[src/design/ter_pkg.sv]
package ter_pkg;

   // Field widths
   localparam int COORD_W  = 10;
   localparam int BRIGHT_W = 8;
   localparam int TILE_W   = 4;
   localparam int PIX_W    = 7;
   localparam int BAND_W   = 2;

   // Datapath widths
   localparam int DIFF_W   = COORD_W + 1;   // vertex difference
   localparam int BOX_W    = 12;            // bounding box compares, signed
   localparam int OPB_W    = 12;            // narrow multiplier operand
   localparam int EDGE_W   = 24;            // edge values and area
   localparam int NUM_W    = 34;            // weighted numerator, thresholds
   localparam int PROD_W   = EDGE_W + OPB_W;
   localparam int MUL_OP_W = 5;

   // Shade thresholds as multiples of the area
   localparam int SHADE_LO_MUL = 85;
   localparam int SHADE_HI_MUL = 170;

   localparam logic [BAND_W-1:0] BAND_LOW  = 2'd1;
   localparam logic [BAND_W-1:0] BAND_MID  = 2'd2;
   localparam logic [BAND_W-1:0] BAND_HIGH = 2'd3;

   // Edge k runs from vertex EDGE_A[k] to vertex EDGE_B[k]
   localparam int EDGE_A [3] = '{1, 2, 0};
   localparam int EDGE_B [3] = '{2, 0, 1};

   typedef enum logic [2:0] {
      ST_IDLE,
      ST_AREA,
      ST_AREA_WB,
      ST_SETUP,
      ST_EDGE,
      ST_EDGE_WB,
      ST_SCAN,
      ST_FLUSH
   } state_type;

   // Multiply sequence, issued in this order
   typedef enum logic [MUL_OP_W-1:0] {
      MUL_AREA_A,
      MUL_AREA_B,
      MUL_E0Y,
      MUL_E0X,
      MUL_E1Y,
      MUL_E1X,
      MUL_E2Y,
      MUL_E2X,
      MUL_NX0,
      MUL_NX1,
      MUL_NX2,
      MUL_NY0,
      MUL_NY1,
      MUL_NY2,
      MUL_N0,
      MUL_N1,
      MUL_N2
   } mul_op_type;

   typedef struct packed {
      logic       req_ready;
      logic       load;
      logic       mul_go;
      mul_op_type mul_op;
      logic       setup;
      logic       scan_step;
      logic       capture;
      logic       push;
      logic       flush;
   } ter_cmd_type;

   typedef struct packed {
      logic req_valid;
      logic area_zero;
      logic win_empty;
      logic covered;
      logic pend_valid;
      logic out_free;
      logic at_last;
   } ter_status_type;

endpackage

[src/design/ter_ifc.sv]
interface ter_req_if;
   import ter_pkg::*;

   logic                       valid;
   logic                       ready;
   logic signed [COORD_W-1:0]  vert0_x;
   logic signed [COORD_W-1:0]  vert0_y;
   logic        [BRIGHT_W-1:0] vert0_bright;
   logic signed [COORD_W-1:0]  vert1_x;
   logic signed [COORD_W-1:0]  vert1_y;
   logic        [BRIGHT_W-1:0] vert1_bright;
   logic signed [COORD_W-1:0]  vert2_x;
   logic signed [COORD_W-1:0]  vert2_y;
   logic        [BRIGHT_W-1:0] vert2_bright;
   logic        [TILE_W-1:0]   tile_col;
   logic        [TILE_W-1:0]   tile_row;

   modport source (
      output valid, vert0_x, vert0_y, vert0_bright, vert1_x, vert1_y, vert1_bright,
             vert2_x, vert2_y, vert2_bright, tile_col, tile_row,
      input  ready
   );

   modport sink (
      input  valid, vert0_x, vert0_y, vert0_bright, vert1_x, vert1_y, vert1_bright,
             vert2_x, vert2_y, vert2_bright, tile_col, tile_row,
      output ready
   );
endinterface

interface ter_rsp_if;
   import ter_pkg::*;

   logic              valid;
   logic              ready;
   logic [PIX_W-1:0]  pixel_x;
   logic [PIX_W-1:0]  pixel_y;
   logic [BAND_W-1:0] shade_band;
   logic              last_pixel;

   modport source (
      output valid, pixel_x, pixel_y, shade_band, last_pixel,
      input  ready
   );

   modport sink (
      input  valid, pixel_x, pixel_y, shade_band, last_pixel,
      output ready
   );
endinterface

[src/design/ter_ctrl.sv]
module ter_ctrl (
   input  logic                    clock,
   input  logic                    reset,
   input  ter_pkg::ter_status_type status,
   output ter_pkg::ter_cmd_type    cmd
);
   import ter_pkg::*;

   state_type  state_ff, state_in;
   mul_op_type op_ff, op_in;
   logic       advance;

   // a covered pixel can only move on once the held one has somewhere to go
   assign advance = !status.covered || !status.pend_valid || status.out_free;

   always_ff @(posedge clock) begin
      if (reset) begin
         state_ff <= ST_IDLE;
         op_ff    <= MUL_AREA_A;
      end else begin
         state_ff <= state_in;
         op_ff    <= op_in;
      end
   end

   always_comb begin : next_state
      state_in = state_ff;
      op_in    = op_ff;
      case (state_ff)
         ST_IDLE: begin
            if (status.req_valid) begin
               state_in = ST_AREA;
               op_in    = MUL_AREA_A;
            end
         end
         ST_AREA: begin
            if (op_ff == MUL_AREA_B) begin
               state_in = ST_AREA_WB;
            end else begin
               op_in = mul_op_type'(MUL_OP_W'(op_ff) + MUL_OP_W'(1));
            end
         end
         ST_AREA_WB: begin
            state_in = ST_SETUP;
         end
         ST_SETUP: begin
            if (status.area_zero || status.win_empty) begin
               state_in = ST_IDLE;
            end else begin
               state_in = ST_EDGE;
               op_in    = MUL_E0Y;
            end
         end
         ST_EDGE: begin
            if (op_ff == MUL_N2) begin
               state_in = ST_EDGE_WB;
            end else begin
               op_in = mul_op_type'(MUL_OP_W'(op_ff) + MUL_OP_W'(1));
            end
         end
         ST_EDGE_WB: begin
            state_in = ST_SCAN;
         end
         ST_SCAN: begin
            if (advance && status.at_last) begin
               state_in = ST_FLUSH;
            end
         end
         ST_FLUSH: begin
            if (!status.pend_valid || status.out_free) begin
               state_in = ST_IDLE;
            end
         end
         default: begin
            state_in = ST_IDLE;
         end
      endcase
   end

   always_comb begin : outputs
      cmd = '0;
      cmd.mul_op = op_ff;
      case (state_ff)
         ST_IDLE: begin
            cmd.req_ready = 1'b1;
            cmd.load      = status.req_valid;
         end
         ST_AREA: begin
            cmd.mul_go = 1'b1;
         end
         ST_SETUP: begin
            cmd.setup = !(status.area_zero || status.win_empty);
         end
         ST_EDGE: begin
            cmd.mul_go = 1'b1;
         end
         ST_SCAN: begin
            cmd.scan_step = advance;
            cmd.capture   = advance && status.covered;
            cmd.push      = advance && status.covered && status.pend_valid;
         end
         ST_FLUSH: begin
            cmd.flush = status.pend_valid && status.out_free;
         end
         default: begin
            cmd = '0;
         end
      endcase
   end

endmodule

[src/design/ter_datapath.sv]
module ter_datapath #(
   parameter int CANVAS_WIDTH  = 128,
   parameter int CANVAS_HEIGHT = 128,
   parameter int TILE_SIZE     = 8
) (
   input  logic                    clock,
   input  logic                    reset,
   input  ter_pkg::ter_cmd_type    cmd,
   output ter_pkg::ter_status_type status,
   ter_req_if.sink                 req_if,
   ter_rsp_if.source               rsp_if
);
   import ter_pkg::*;

   // triangle, after the swap once set up
   logic signed [COORD_W-1:0]  vx_ff [3];
   logic signed [COORD_W-1:0]  vy_ff [3];
   logic        [BRIGHT_W-1:0] vb_ff [3];
   logic        [TILE_W-1:0]   tc_ff, tr_ff;

   logic signed [DIFF_W-1:0]   dx_ff [3];   // edge step per pixel in x
   logic signed [DIFF_W-1:0]   dy_ff [3];   // edge step per row
   logic        [PIX_W-1:0]    lox_ff, hix_ff, loy_ff, hiy_ff;
   logic        [PIX_W-1:0]    px_ff, px_in, py_ff, py_in;

   logic signed [EDGE_W-1:0]   area_ff, area_in;
   logic signed [NUM_W-1:0]    th1_ff, th2_ff;

   // shared multiplier
   logic signed [EDGE_W-1:0]   op_a;
   logic signed [OPB_W-1:0]    op_b;
   logic signed [PROD_W-1:0]   p_ff;
   mul_op_type                 tag_ff;
   logic                       pv_ff;

   // incremental edge and numerator values
   logic signed [EDGE_W-1:0]   e_ff [3];
   logic signed [EDGE_W-1:0]   e_in [3];
   logic signed [EDGE_W-1:0]   erow_ff [3];
   logic signed [EDGE_W-1:0]   erow_in [3];
   logic signed [NUM_W-1:0]    num_ff, num_in, nrow_ff, nrow_in;
   logic signed [NUM_W-1:0]    nx_ff, nx_in, ny_ff, ny_in;

   // one covered pixel held back until the next one or the end of the scan
   logic                       pend_valid_ff, pend_valid_in;
   logic        [PIX_W-1:0]    pend_x_ff, pend_y_ff;
   logic        [BAND_W-1:0]   pend_band_ff;

   logic                       out_valid_ff, out_valid_in;
   logic        [PIX_W-1:0]    out_x_ff, out_y_ff;
   logic        [BAND_W-1:0]   out_band_ff;
   logic                       out_last_ff;

   logic                       load;
   logic signed [PROD_W-1:0]   p_in;
   logic signed [EDGE_W-1:0]   p_edge;
   logic signed [NUM_W-1:0]    p_num;
   logic                       area_neg;
   logic signed [EDGE_W-1:0]   abs_area;
   logic signed [COORD_W-1:0]  sx [3];
   logic signed [COORD_W-1:0]  sy [3];
   logic        [BRIGHT_W-1:0] sb [3];
   logic signed [COORD_W-1:0]  minx, maxx, miny, maxy;
   logic signed [BOX_W-1:0]    tx0, ty0, lox, hix, loy, hiy;
   logic signed [OPB_W-1:0]    lox_ext, loy_ext;
   logic signed [OPB_W-1:0]    xrel [3];
   logic signed [OPB_W-1:0]    yrel [3];
   logic signed [OPB_W-1:0]    bw [3];
   logic                       covered;
   logic        [BAND_W-1:0]   band;
   logic                       out_free;

   function automatic logic signed [COORD_W-1:0] min3(
      input logic signed [COORD_W-1:0] a, b, c);
      logic signed [COORD_W-1:0] m;
      m = (a < b) ? a : b;
      return (m < c) ? m : c;
   endfunction

   function automatic logic signed [COORD_W-1:0] max3(
      input logic signed [COORD_W-1:0] a, b, c);
      logic signed [COORD_W-1:0] m;
      m = (a > b) ? a : b;
      return (m > c) ? m : c;
   endfunction

   assign load          = cmd.load;
   assign req_if.ready  = cmd.req_ready;
   assign out_free      = !out_valid_ff || rsp_if.ready;

   assign rsp_if.valid      = out_valid_ff;
   assign rsp_if.pixel_x    = out_x_ff;
   assign rsp_if.pixel_y    = out_y_ff;
   assign rsp_if.shade_band = out_band_ff;
   assign rsp_if.last_pixel = out_last_ff;

   // setup: orientation swap and window bounds
   assign area_neg = area_ff[EDGE_W-1];
   assign abs_area = area_neg ? -area_ff : area_ff;

   always_comb begin : swap
      sx[0] = vx_ff[0];
      sy[0] = vy_ff[0];
      sb[0] = vb_ff[0];
      sx[1] = area_neg ? vx_ff[2] : vx_ff[1];
      sy[1] = area_neg ? vy_ff[2] : vy_ff[1];
      sb[1] = area_neg ? vb_ff[2] : vb_ff[1];
      sx[2] = area_neg ? vx_ff[1] : vx_ff[2];
      sy[2] = area_neg ? vy_ff[1] : vy_ff[2];
      sb[2] = area_neg ? vb_ff[1] : vb_ff[2];
   end

   always_comb begin : window
      minx = min3(vx_ff[0], vx_ff[1], vx_ff[2]);
      maxx = max3(vx_ff[0], vx_ff[1], vx_ff[2]);
      miny = min3(vy_ff[0], vy_ff[1], vy_ff[2]);
      maxy = max3(vy_ff[0], vy_ff[1], vy_ff[2]);
      tx0  = $signed(BOX_W'(tc_ff) * BOX_W'(TILE_SIZE));
      ty0  = $signed(BOX_W'(tr_ff) * BOX_W'(TILE_SIZE));
      // tile origin is never negative, so it also covers the canvas low edge
      lox  = (BOX_W'(minx) > tx0) ? BOX_W'(minx) : tx0;
      loy  = (BOX_W'(miny) > ty0) ? BOX_W'(miny) : ty0;
      hix  = BOX_W'(maxx);
      if (hix > BOX_W'(CANVAS_WIDTH - 1)) begin
         hix = BOX_W'(CANVAS_WIDTH - 1);
      end
      if (hix > tx0 + BOX_W'(TILE_SIZE - 1)) begin
         hix = tx0 + BOX_W'(TILE_SIZE - 1);
      end
      hiy  = BOX_W'(maxy);
      if (hiy > BOX_W'(CANVAS_HEIGHT - 1)) begin
         hiy = BOX_W'(CANVAS_HEIGHT - 1);
      end
      if (hiy > ty0 + BOX_W'(TILE_SIZE - 1)) begin
         hiy = ty0 + BOX_W'(TILE_SIZE - 1);
      end
   end

   // multiplier operands
   assign lox_ext = $signed({{(OPB_W-PIX_W){1'b0}}, lox_ff});
   assign loy_ext = $signed({{(OPB_W-PIX_W){1'b0}}, loy_ff});

   always_comb begin : rel_terms
      for (int k = 0; k < 3; k++) begin
         xrel[k] = lox_ext - OPB_W'(vx_ff[EDGE_A[k]]);
         yrel[k] = loy_ext - OPB_W'(vy_ff[EDGE_A[k]]);
         bw[k]   = $signed({{(OPB_W-BRIGHT_W){1'b0}}, vb_ff[k]});
      end
   end

   always_comb begin : mul_operands
      op_a = '0;
      op_b = '0;
      case (cmd.mul_op)
         MUL_AREA_A: begin
            op_a = EDGE_W'(DIFF_W'(vx_ff[1]) - DIFF_W'(vx_ff[0]));
            op_b = OPB_W'(DIFF_W'(vy_ff[2]) - DIFF_W'(vy_ff[0]));
         end
         MUL_AREA_B: begin
            op_a = EDGE_W'(DIFF_W'(vy_ff[1]) - DIFF_W'(vy_ff[0]));
            op_b = OPB_W'(DIFF_W'(vx_ff[2]) - DIFF_W'(vx_ff[0]));
         end
         MUL_E0Y: begin op_a = EDGE_W'(dy_ff[0]); op_b = yrel[0]; end
         MUL_E0X: begin op_a = EDGE_W'(dx_ff[0]); op_b = xrel[0]; end
         MUL_E1Y: begin op_a = EDGE_W'(dy_ff[1]); op_b = yrel[1]; end
         MUL_E1X: begin op_a = EDGE_W'(dx_ff[1]); op_b = xrel[1]; end
         MUL_E2Y: begin op_a = EDGE_W'(dy_ff[2]); op_b = yrel[2]; end
         MUL_E2X: begin op_a = EDGE_W'(dx_ff[2]); op_b = xrel[2]; end
         MUL_NX0: begin op_a = EDGE_W'(dx_ff[0]); op_b = bw[0]; end
         MUL_NX1: begin op_a = EDGE_W'(dx_ff[1]); op_b = bw[1]; end
         MUL_NX2: begin op_a = EDGE_W'(dx_ff[2]); op_b = bw[2]; end
         MUL_NY0: begin op_a = EDGE_W'(dy_ff[0]); op_b = bw[0]; end
         MUL_NY1: begin op_a = EDGE_W'(dy_ff[1]); op_b = bw[1]; end
         MUL_NY2: begin op_a = EDGE_W'(dy_ff[2]); op_b = bw[2]; end
         MUL_N0:  begin op_a = e_ff[0]; op_b = bw[0]; end
         MUL_N1:  begin op_a = e_ff[1]; op_b = bw[1]; end
         MUL_N2:  begin op_a = e_ff[2]; op_b = bw[2]; end
         default: begin
            op_a = '0;
            op_b = '0;
         end
      endcase
   end

   assign p_in   = PROD_W'(op_a) * PROD_W'(op_b);
   assign p_edge = p_ff[EDGE_W-1:0];
   assign p_num  = p_ff[NUM_W-1:0];

   // pixel test and band
   assign covered = !e_ff[0][EDGE_W-1] && !e_ff[1][EDGE_W-1] && !e_ff[2][EDGE_W-1];
   assign band    = (num_ff < th1_ff) ? BAND_LOW :
                    (num_ff < th2_ff) ? BAND_MID : BAND_HIGH;

   always_comb begin : accumulate
      area_in = area_ff;
      e_in    = e_ff;
      erow_in = erow_ff;
      num_in  = num_ff;
      nrow_in = nrow_ff;
      nx_in   = nx_ff;
      ny_in   = ny_ff;
      px_in   = px_ff;
      py_in   = py_ff;

      if (pv_ff) begin
         case (tag_ff)
            MUL_AREA_A: area_in = p_edge;
            MUL_AREA_B: area_in = area_ff - p_edge;
            MUL_E0Y:    e_in[0] = p_edge;
            MUL_E1Y:    e_in[1] = p_edge;
            MUL_E2Y:    e_in[2] = p_edge;
            MUL_E0X: begin
               e_in[0]    = e_ff[0] + p_edge;
               erow_in[0] = e_ff[0] + p_edge;
            end
            MUL_E1X: begin
               e_in[1]    = e_ff[1] + p_edge;
               erow_in[1] = e_ff[1] + p_edge;
            end
            MUL_E2X: begin
               e_in[2]    = e_ff[2] + p_edge;
               erow_in[2] = e_ff[2] + p_edge;
            end
            MUL_NX0:    nx_in = p_num;
            MUL_NX1,
            MUL_NX2:    nx_in = nx_ff + p_num;
            MUL_NY0:    ny_in = p_num;
            MUL_NY1,
            MUL_NY2:    ny_in = ny_ff + p_num;
            MUL_N0: begin
               num_in  = p_num;
               nrow_in = p_num;
            end
            MUL_N1,
            MUL_N2: begin
               num_in  = num_ff + p_num;
               nrow_in = num_ff + p_num;
            end
            default: begin
               area_in = area_ff;
            end
         endcase
      end

      if (cmd.setup) begin
         area_in = abs_area;
         px_in   = lox[PIX_W-1:0];
         py_in   = loy[PIX_W-1:0];
      end

      if (cmd.scan_step) begin
         if (px_ff == hix_ff) begin
            // wrap to the start of the next row
            px_in   = lox_ff;
            py_in   = py_ff + PIX_W'(1);
            for (int k = 0; k < 3; k++) begin
               e_in[k]    = erow_ff[k] + EDGE_W'(dy_ff[k]);
               erow_in[k] = erow_ff[k] + EDGE_W'(dy_ff[k]);
            end
            num_in  = nrow_ff + ny_ff;
            nrow_in = nrow_ff + ny_ff;
         end else begin
            px_in = px_ff + PIX_W'(1);
            for (int k = 0; k < 3; k++) begin
               e_in[k] = e_ff[k] + EDGE_W'(dx_ff[k]);
            end
            num_in = num_ff + nx_ff;
         end
      end
   end

   always_comb begin : handoff
      pend_valid_in = pend_valid_ff;
      if (cmd.capture) begin
         pend_valid_in = 1'b1;
      end else if (cmd.flush || cmd.load) begin
         pend_valid_in = 1'b0;
      end
      out_valid_in = out_valid_ff;
      if (cmd.push || cmd.flush) begin
         out_valid_in = 1'b1;
      end else if (rsp_if.ready) begin
         out_valid_in = 1'b0;
      end
   end

   always_ff @(posedge clock) begin
      if (reset) begin
         pv_ff         <= 1'b0;
         pend_valid_ff <= 1'b0;
         out_valid_ff  <= 1'b0;
      end else begin
         pv_ff         <= cmd.mul_go;
         pend_valid_ff <= pend_valid_in;
         out_valid_ff  <= out_valid_in;
      end
   end

   always_ff @(posedge clock) begin
      if (load) begin
         vx_ff[0] <= req_if.vert0_x;
         vy_ff[0] <= req_if.vert0_y;
         vb_ff[0] <= req_if.vert0_bright;
         vx_ff[1] <= req_if.vert1_x;
         vy_ff[1] <= req_if.vert1_y;
         vb_ff[1] <= req_if.vert1_bright;
         vx_ff[2] <= req_if.vert2_x;
         vy_ff[2] <= req_if.vert2_y;
         vb_ff[2] <= req_if.vert2_bright;
         tc_ff    <= req_if.tile_col;
         tr_ff    <= req_if.tile_row;
      end
      if (cmd.setup) begin
         vx_ff  <= sx;
         vy_ff  <= sy;
         vb_ff  <= sb;
         for (int k = 0; k < 3; k++) begin
            dx_ff[k] <= DIFF_W'(sy[EDGE_A[k]]) - DIFF_W'(sy[EDGE_B[k]]);
            dy_ff[k] <= DIFF_W'(sx[EDGE_B[k]]) - DIFF_W'(sx[EDGE_A[k]]);
         end
         lox_ff <= lox[PIX_W-1:0];
         hix_ff <= hix[PIX_W-1:0];
         loy_ff <= loy[PIX_W-1:0];
         hiy_ff <= hiy[PIX_W-1:0];
         th1_ff <= NUM_W'(abs_area) * NUM_W'(SHADE_LO_MUL);
         th2_ff <= NUM_W'(abs_area) * NUM_W'(SHADE_HI_MUL);
      end
      p_ff    <= p_in;
      tag_ff  <= cmd.mul_op;
      area_ff <= area_in;
      e_ff    <= e_in;
      erow_ff <= erow_in;
      num_ff  <= num_in;
      nrow_ff <= nrow_in;
      nx_ff   <= nx_in;
      ny_ff   <= ny_in;
      px_ff   <= px_in;
      py_ff   <= py_in;
      if (cmd.capture) begin
         pend_x_ff    <= px_ff;
         pend_y_ff    <= py_ff;
         pend_band_ff <= band;
      end
      if (cmd.push || cmd.flush) begin
         out_x_ff    <= pend_x_ff;
         out_y_ff    <= pend_y_ff;
         out_band_ff <= pend_band_ff;
         out_last_ff <= cmd.flush;
      end
   end

   always_comb begin : status_out
      status.req_valid  = req_if.valid;
      status.area_zero  = (area_ff == '0);
      status.win_empty  = (lox > hix) || (loy > hiy);
      status.covered    = covered;
      status.pend_valid = pend_valid_ff;
      status.out_free   = out_free;
      status.at_last    = (px_ff == hix_ff) && (py_ff == hiy_ff);
   end

endmodule

[src/design/triangle_edge_rasterizer.sv]
// Triangle edge-function rasterizer, one 8x8 (TILE_SIZE) tile per transaction.
// req_if: one triangle (three vertices with position and brightness) plus a tile
//   column/row. Taken only while the block is idle (one triangle at a time).
// rsp_if: one transaction per covered pixel of the tile, row by row, left to right,
//   with a 2-bit shade band; last_pixel marks the final pixel of the triangle.
//   Zero area, an empty window or nothing covered gives no transaction at all.
// Sequence: area and setup, then 15 multiplies on the one shared multiplier plus a
//   writeback, before the first pixel is tested. The scan then steps one pixel per
//   cycle with adds unless a full output stalls it, up to TILE_SIZE*TILE_SIZE
//   pixels, then hands off the held pixel.
// Each covered pixel is held until the next one or the scan ends, so last_pixel is
//   known when sent; the rsp output register lets the scan run while a result waits.
// A stalled receiver stalls the scan only when a second covered pixel is found
//   with both the held slot and the output register full.
// Synchronous reset clears the controller and the valid flags; no clearing pass.
module triangle_edge_rasterizer #(
   parameter int CANVAS_WIDTH  = 128,
   parameter int CANVAS_HEIGHT = 128,
   parameter int TILE_SIZE     = 8
) (
   input logic       clock,
   input logic       reset,
   ter_req_if.sink   req_if,
   ter_rsp_if.source rsp_if
);
   import ter_pkg::*;

   ter_cmd_type    cmd;
   ter_status_type status;

   // sequencer: area, setup, multiply sequence, scan, final hand-off
   ter_ctrl u_ctrl (
      .clock  (clock),
      .reset  (reset),
      .status (status),
      .cmd    (cmd)
   );

   // shared multiplier, edge/numerator accumulators, held pixel, output register
   ter_datapath #(
      .CANVAS_WIDTH  (CANVAS_WIDTH),
      .CANVAS_HEIGHT (CANVAS_HEIGHT),
      .TILE_SIZE     (TILE_SIZE)
   ) u_datapath (
      .clock  (clock),
      .reset  (reset),
      .cmd    (cmd),
      .status (status),
      .req_if (req_if),
      .rsp_if (rsp_if)
   );

endmodule

[src/flat_wrapper.sv]
// flat-port wrapper written by rule: the top's interface ports become plain ports
module triangle_edge_rasterizer_flat import ter_pkg::*;
#(
   parameter int CANVAS_WIDTH  = 128,
   parameter int CANVAS_HEIGHT = 128,
   parameter int TILE_SIZE     = 8
)
  (clock, reset, req_if_valid, req_if_vert0_x, req_if_vert0_y, req_if_vert0_bright, req_if_vert1_x, req_if_vert1_y, req_if_vert1_bright, req_if_vert2_x, req_if_vert2_y, req_if_vert2_bright, req_if_tile_col, req_if_tile_row, req_if_ready, rsp_if_valid, rsp_if_pixel_x, rsp_if_pixel_y, rsp_if_shade_band, rsp_if_last_pixel, rsp_if_ready);
  ter_req_if req_if_i ();
  ter_rsp_if rsp_if_i ();
  input logic clock;
  input logic reset;
  input wire logic [$bits(req_if_i.valid)-1:0] req_if_valid;
  input wire logic [$bits(req_if_i.vert0_x)-1:0] req_if_vert0_x;
  input wire logic [$bits(req_if_i.vert0_y)-1:0] req_if_vert0_y;
  input wire logic [$bits(req_if_i.vert0_bright)-1:0] req_if_vert0_bright;
  input wire logic [$bits(req_if_i.vert1_x)-1:0] req_if_vert1_x;
  input wire logic [$bits(req_if_i.vert1_y)-1:0] req_if_vert1_y;
  input wire logic [$bits(req_if_i.vert1_bright)-1:0] req_if_vert1_bright;
  input wire logic [$bits(req_if_i.vert2_x)-1:0] req_if_vert2_x;
  input wire logic [$bits(req_if_i.vert2_y)-1:0] req_if_vert2_y;
  input wire logic [$bits(req_if_i.vert2_bright)-1:0] req_if_vert2_bright;
  input wire logic [$bits(req_if_i.tile_col)-1:0] req_if_tile_col;
  input wire logic [$bits(req_if_i.tile_row)-1:0] req_if_tile_row;
  output wire logic [$bits(req_if_i.ready)-1:0] req_if_ready;
  output wire logic [$bits(rsp_if_i.valid)-1:0] rsp_if_valid;
  output wire logic [$bits(rsp_if_i.pixel_x)-1:0] rsp_if_pixel_x;
  output wire logic [$bits(rsp_if_i.pixel_y)-1:0] rsp_if_pixel_y;
  output wire logic [$bits(rsp_if_i.shade_band)-1:0] rsp_if_shade_band;
  output wire logic [$bits(rsp_if_i.last_pixel)-1:0] rsp_if_last_pixel;
  input wire logic [$bits(rsp_if_i.ready)-1:0] rsp_if_ready;
  assign req_if_i.valid = req_if_valid;
  assign req_if_i.vert0_x = req_if_vert0_x;
  assign req_if_i.vert0_y = req_if_vert0_y;
  assign req_if_i.vert0_bright = req_if_vert0_bright;
  assign req_if_i.vert1_x = req_if_vert1_x;
  assign req_if_i.vert1_y = req_if_vert1_y;
  assign req_if_i.vert1_bright = req_if_vert1_bright;
  assign req_if_i.vert2_x = req_if_vert2_x;
  assign req_if_i.vert2_y = req_if_vert2_y;
  assign req_if_i.vert2_bright = req_if_vert2_bright;
  assign req_if_i.tile_col = req_if_tile_col;
  assign req_if_i.tile_row = req_if_tile_row;
  assign req_if_ready = req_if_i.ready;
  assign rsp_if_valid = rsp_if_i.valid;
  assign rsp_if_pixel_x = rsp_if_i.pixel_x;
  assign rsp_if_pixel_y = rsp_if_i.pixel_y;
  assign rsp_if_shade_band = rsp_if_i.shade_band;
  assign rsp_if_last_pixel = rsp_if_i.last_pixel;
  assign rsp_if_i.ready = rsp_if_ready;
  triangle_edge_rasterizer #(.CANVAS_WIDTH(CANVAS_WIDTH), .CANVAS_HEIGHT(CANVAS_HEIGHT), .TILE_SIZE(TILE_SIZE)) u_core (.clock(clock), .reset(reset), .req_if(req_if_i), .rsp_if(rsp_if_i));
endmodule
[config.mk]
export PLATFORM = sky130hd
export DESIGN_NAME = triangle_edge_rasterizer_flat
export DESIGN_NICKNAME = d
export VERILOG_FILES = /design/src/design/ter_pkg.sv /design/src/design/ter_ifc.sv /design/src/design/ter_ctrl.sv /design/src/design/ter_datapath.sv /design/src/design/triangle_edge_rasterizer.sv /design/src/flat_wrapper.sv
export SDC_FILE = /design/constraint.sdc
export NUM_CORES = 2
export LEC_CHECK = 0
export BUFFER_PORTS_ARGS = -buffer_cell sky130_fd_sc_hd__buf_2
export CORE_ASPECT_RATIO = 1.5
export CORE_MARGIN = 3
export CORE_UTILIZATION = 50
export CTS_CLUSTER_SIZE = 12
export DETAILED_ROUTE_END_ITERATION = 10
export HOLD_SLACK_MARGIN = 0.06
export PLACE_DENSITY = 0.66
export SLEW_MARGIN = 0
export SYNTH_ARGS = -nofsm -noshare
export SYNTH_HDL_FRONTEND = slang
export SYNTH_SLANG_ARGS = --single-unit
[constraint.sdc]
create_clock -name clock -period 30.5 [get_ports clock]
set_clock_uncertainty 0.15 [all_clocks]
set_input_delay 1.525 -clock clock [delete_from_list [all_inputs] [get_ports clock]]
set_output_delay 1.525 -clock clock [all_outputs]
set_load 0.02 [all_outputs]
# After elaboration in Yosys (flattened, before gate mapping)
# Memory sizes are Yosys's and may differ from the RTL's.
# Cells that the tools add are included.
# Widths: inputs -> output; s select.
# op_classes
n_eq_ne	52
order_cmp	18
n_bitwise	1
n_reduce_logical	65
n_addsub	37
mux	85
n_mul	3
# op_table
op	n
$mux 72	6
$pmux 34 s2	4
$pmux 24 s11	1
$mux 34	6
$pmux 24 s2	4
$add 34x34->34	5
$add 24x11->24	6
$mux 24	6
$pmux 12 s11	1
$mux 10	12
$sub 10x10->11	10
$eq 5x4->1 const B	16
$mux 20	4
$add 24x24->24	3
$mux 12	6
$lt 34x34->1	2
$sub 8x10->11	6
$mul 24x8->32 const B	2
$gt 12x12->1	4
$mux 7	6
$eq 5x3->1 const B	8
$gt 10x10->1	4
$lt 10x10->1	4
$mul 24x12->34	1
38 further kinds	134
# word_totals
regBits	588
inputBits	96
out_inout_bits	19
ram_bits	66
memories	2
word_cells	307
# mem_list
memory	depth	word_bits	rd	rd_ports_with_merged_regs	wr	line	source
u_core.u_datapath.dx_ff	3	11	3	0	3	ter_datapath.sv:21	logic signed [DIFF_W-1:0] dx_ff [3];
u_core.u_datapath.dy_ff	3	11	3	0	3	ter_datapath.sv:22	logic signed [DIFF_W-1:0] dy_ff [3];

# Logic depth before layout (Yosys ltp)
# depth
ltp_word	16
ltp_mapped	45
depth_no_buf	42

# Hierarchy
# From an unflattened synthesis, not the netlist that was laid out.
# unflattened
hier_cells	7772
hier_area_um2	67999.0
# modules_own_cells
module	cells_per_inst	seq_area_each_um2	area_per_inst_um2	instances
ter_datapath	7675	16796.1	67202.0	1
ter_ctrl	97	160.2	797.0	1

# Worst setup path before layout
# Ideal clock, no wire load.
# synth_timing
path_type	register -> register
startpoint	register u_core.u_datapath.vx_ff (netlist bit u_core.u_datapath.sx[21])
endpoint	register u_core.u_datapath.area_ff[0], enable pin
required_ns	29.919
period_less_slack_ns	13.021
stages_incl_launch_ff	43
setup_slack_ns	17.479
arrival_ns	12.440
setup_ns	0.431
path_cell_list	edfxtp_1 inv_1 ha_1 nor2b_1 o21a_1 o21ai_2 or4b_4 a21oi_4 or2_2 buf_2 clkbuf_1 nand2_1 o21ai_0 ha_1 a21o_1 a21o_1 a21o_1 a21o_1 (+7 left out) o21ai_0 nand2b_1 a21oi_1 nor3b_1 nor4_4 nor2_1 ha_1 nor2b_1 o21a_1 o21a_1 o21a_1 o21a_1 o21ai_0 a211oi_1 nor4b_1 clkbuf_1 buf_1 nor2_1
# synth_rtl
item	line	source
start: declaration	ter_datapath.sv:16	logic signed [COORD_W-1:0] vx_ff [3];
end signal: assignment	ter_datapath.sv:330	area_ff <= area_in;
end: declaration	ter_datapath.sv:26	logic signed [EDGE_W-1:0] area_ff, area_in;

# Final worst setup path
# layout_timing
startpoint	register u_core.u_datapath.vx_ff (netlist bit u_core.u_datapath.sx[21])
endpoint	register u_core.u_datapath.vb_ff (netlist bit u_core.u_datapath.bw[16]), data pin
# layout_via
elab_cells_between_ends	20
classes_between	order compare: 8; mux: 9; reduce/logical: 3
# layout_rtl
item	line	source
$lt 10x10->1	ter_datapath.sv:76	m = (a < b) ? a : b;
$mux 10 (*)	ter_datapath.sv:76	
$lt 10x10->1	ter_datapath.sv:77	return (m < c) ? m : c;
$mux 10 (*)	ter_datapath.sv:77	
$gt 10x8->1	ter_datapath.sv:121	lox = (BOX_W'(minx) > tx0) ? BOX_W'(minx) : tx0;
$mux 12 (*)	ter_datapath.sv:121	
named net u_core.u_datapath.lox[1]	ter_datapath.sv:64	logic signed [BOX_W-1:0] tx0, ty0, lox, hix, loy, hiy;
$gt 12x12->1 (*)	ter_datapath.sv:355	status.win_empty = (lox > hix) || (loy > hiy);
$logic_or 1x1->1 (*)	ter_datapath.sv:355	
$logic_or 1x1->1 (*)	ter_ctrl.sv:92	cmd.setup = !(status.area_zero || status.win_empty);
$logic_not 1->1 (*)	ter_ctrl.sv:92	
$mux 1 (*)	ter_ctrl.sv:83	case (state_ff)
$mux 16 (*)	ter_datapath.sv:313	if (cmd.setup) begin
end: declaration	ter_datapath.sv:18	logic [BRIGHT_W-1:0] vb_ff [3];
# Mark *: on every way through the listed nets, which the timed path passes. The rest lies on a longest branch.
# A chain may end at the register's enable or synchronous reset.

==> metrics <==
critical-path maximum fanout=83; Yosys reg bits=619; RSZ-0062 raised after global routing=false; clock slew at reported path FFs=60 ps; Async S/R FF share, synth=0%; Netlist Area Pre-Place=68000 um2; Post-DRT Antenna Nets=0; final core utilization=54.3%; final max-slew violation count=0; Non-Filler Instances=9658; status=finished clean; # clock sinks=619; Core Rows=165; yosys warns=0; Pre-Repair DR Iteration Count=9; pre-CTS setup slack=18500 ps; cts repair resizes=0; Area contributors post-synth=edfxtp_1 (20%), ha_1 (15%), fa_1 (9.4%), dfxtp_1 (4.8%), nand2_1 (4.7%); largest net degree at the start of global routing=140; Mean Syn Cell Area=8.69 um2; drt drc=0; H-tree depth=3; worst-margin pin slew=1280 ps; sequential cell area fraction in the yosys report=24.9%; vias in the first global route=60800; PortBufs=114; Core ar.=135000 um2; R2R cell count=41; routability-driven placement congestion ratio=1.02; Initial Utilization=50.4%; Clock Tree Buf Depth=3; clk root buf=clkbuf_16; Critical Path Start=u_core.u_datapath.sx[21]; setup ws final=18440 ps; Min-Delay Path Depth=0; top_reg_cell synth=edfxtp_1; share of cells above drive strength 1=6.67%; all-layer global routing usage=34.5%; DR WL met2=119000 um; via count=60400; crit path DAT=12350 ps; Die Span Y=458 um; slew margin rel.=14.2%; largest area contributor in the netlist=edfxtp_1; fill count=12500; # IOs=115; classification of the worst setup path=reg -> reg; TritonCTS clock tree=yes; post-layout minimum cycle time=12060 ps; worst stage delay on the critical path=860 ps; Unique masters post-synth=99; hold_sp=u_core.u_datapath.pend_y_ff[0]; share of the synthesized area in the top cell type=20.1%; Setup Viol. Count Final=0; Final Net Count=9060; vias per cell=6.26; CP endpoint kind=register; Final Cycle Share=39.6%; DR top layer=met5; max cap viols=0; placed cell count=9516; Skew-Pair Late Insertion Delay=710 ps; initial antenna violation count=11; detailed-route wire length=245000 um; Worst setup SP type=register; Post-synth EDFFs=456; Die Footprint=141000 um2; FF-to-FF Start=u_core.u_datapath.sx[21]; Area Overhead vs Synth=7.79%; FMAX=0.0829 GHz; DIE WIDTH=307 um; # hold bufs at CTS=0; Min-Delay Path Class=reg -> reg; Worst EP required=30790 ps; Syn Inst Count=7829; met3 wire length=13900 um; Fin Setup TNS=0 ps; CP max stage cell=buf_4; setup repair bufs after CTS=0; metal1 wirelength=87100 um; placed wire-length estimate=195000 um; global-route wire length before repair=367000 um; Inserted Clock Buffers=75; Avg WL per Cell=25.4 um; final hold viol count=0; GR Overflow Total=0; Initial DRC Count=4909
critical path, delay by kind of cell, from the launching register on:
family / cells / cell delay [ps]
fa+ha+maj: 4 / 1270
mux: 3 / 1320
simple gates: 12 / 2840
flops: 1 / 520
compound gates: 18 / 3280
buf+inv: 4 / 2270
metrics by stage:
stage,area [um2],hold WS [ps]
after global routing,73300,275
after global placement,70700,252
after CTS,73300,268
after detailed placement,70700,255
final,73300,253
after floorplan,68000,250
registers in the layout (all words and copies together), names as in the netlist, 20 cells and up:
signal,cells
u_core.u_datapath.area_ff,24
u_core.u_datapath.bw,24
u_core.u_datapath.dx_ff,33
u_core.u_datapath.dy_ff,33
u_core.u_datapath.e_ff,72
u_core.u_datapath.erow_ff,72
u_core.u_datapath.nrow_ff,34
u_core.u_datapath.num_ff,34
u_core.u_datapath.nx_ff,34
u_core.u_datapath.ny_ff,34
u_core.u_datapath.p_ff,34
u_core.u_datapath.th1_ff,32
u_core.u_datapath.vx_ff,20
u_core.u_datapath.vy_ff,20
final cells by class:
class                           count  area [um2]  share of cell area, %
Antenna cell                        3        7.51                 0.0102
Clock buffer                      106        2210                   3.01
Clock inverter                     33         339                  0.463
Inverter                          571        2140                   2.92
Multi-Input combinational cell   6335       47900                   65.4
Sequential cell                   619       17000                   23.1
Tap cell                         1753        2190                   2.99
Timing Repair Buffer              238        1510                   2.07
cells in the mapped netlist (22+ instances only):
master	instances
a222oi_1	53
o31ai_1	54
edfxtp_1	456
a22oi_1	26
nand2b_1	116
or4_1	22
or3_1	60
clkbuf_1	263
nand2_1	856
or2_2	23
ha_1	806
o22ai_1	30
nor2b_1	117
mux2_2	80
fa_1	318
nand4_1	45
a211oi_1	114
nor3_1	161
nor4_1	25
o21ai_0	512
and2_1	28
o21a_1	116
xor2_1	191
dfxtp_1	163
buf_1	35
a21oi_1	599
a21o_1	199
mux2i_1	90
and3_1	72
nor2_1	583
o211ai_1	59
o21bai_1	51
a31oi_1	102
inv_1	569
a221oi_1	37
xnor2_1	331
nand3_1	137
kinds of logic after synthesis:
kind of cell / after synthesis / synth area share, %
other: 1 / 0.00551
adder cells (fa/ha/maj): 1133 / 24.3
buffers and inverters: 876 / 4.85
flip-flops: 619 / 24.9
XOR/XNOR: 523 / 6.76
AO/OA/AOI/OAI: 2200 / 20.8
AND/OR/NAND/NOR: 2302 / 15.6
multiplexers: 175 / 2.77
placed cells by master (no fill, tap or decap), types with 113 or more instances in the layout:
cell type and count:
edfxtp_1 456, a211oi_1 113, nor3_1 155, fa_1 318, a21o_1 199, inv_1 569, nor2b_1 117, o21a_1 116
xnor2_1 331, nand2_1 854, dfxtp_1 163, xor2_1 191, nor2_1 581, o21ai_0 511, nand3_1 136, a21oi_1 599
buf_4 123, ha_1 806, buf_2 114, nand2b_1 116
per-layer routing:
layer	track usage, %	vias to the layer above
met5	0	-
met2	60.5	2218
met1	36.3	29100
met3	4.59	773
li1	-	28300
met4	29.4	4
path summary, 6_finish.rpt:
check | to | slack (ps)
setup reg to reg | u_core.u_datapath.bw[16] | 18440
setup / recovery | u_core.u_datapath.bw[16] | 18440
hold / removal | u_core.u_datapath.rsp_if.pixel_y[0] | 250
hold reg to reg | u_core.u_datapath.rsp_if.pixel_y[0] | 250
Power is not shown: default switching activity piles up to over one toggle a cycle in this logic, so the estimate is an artifact.
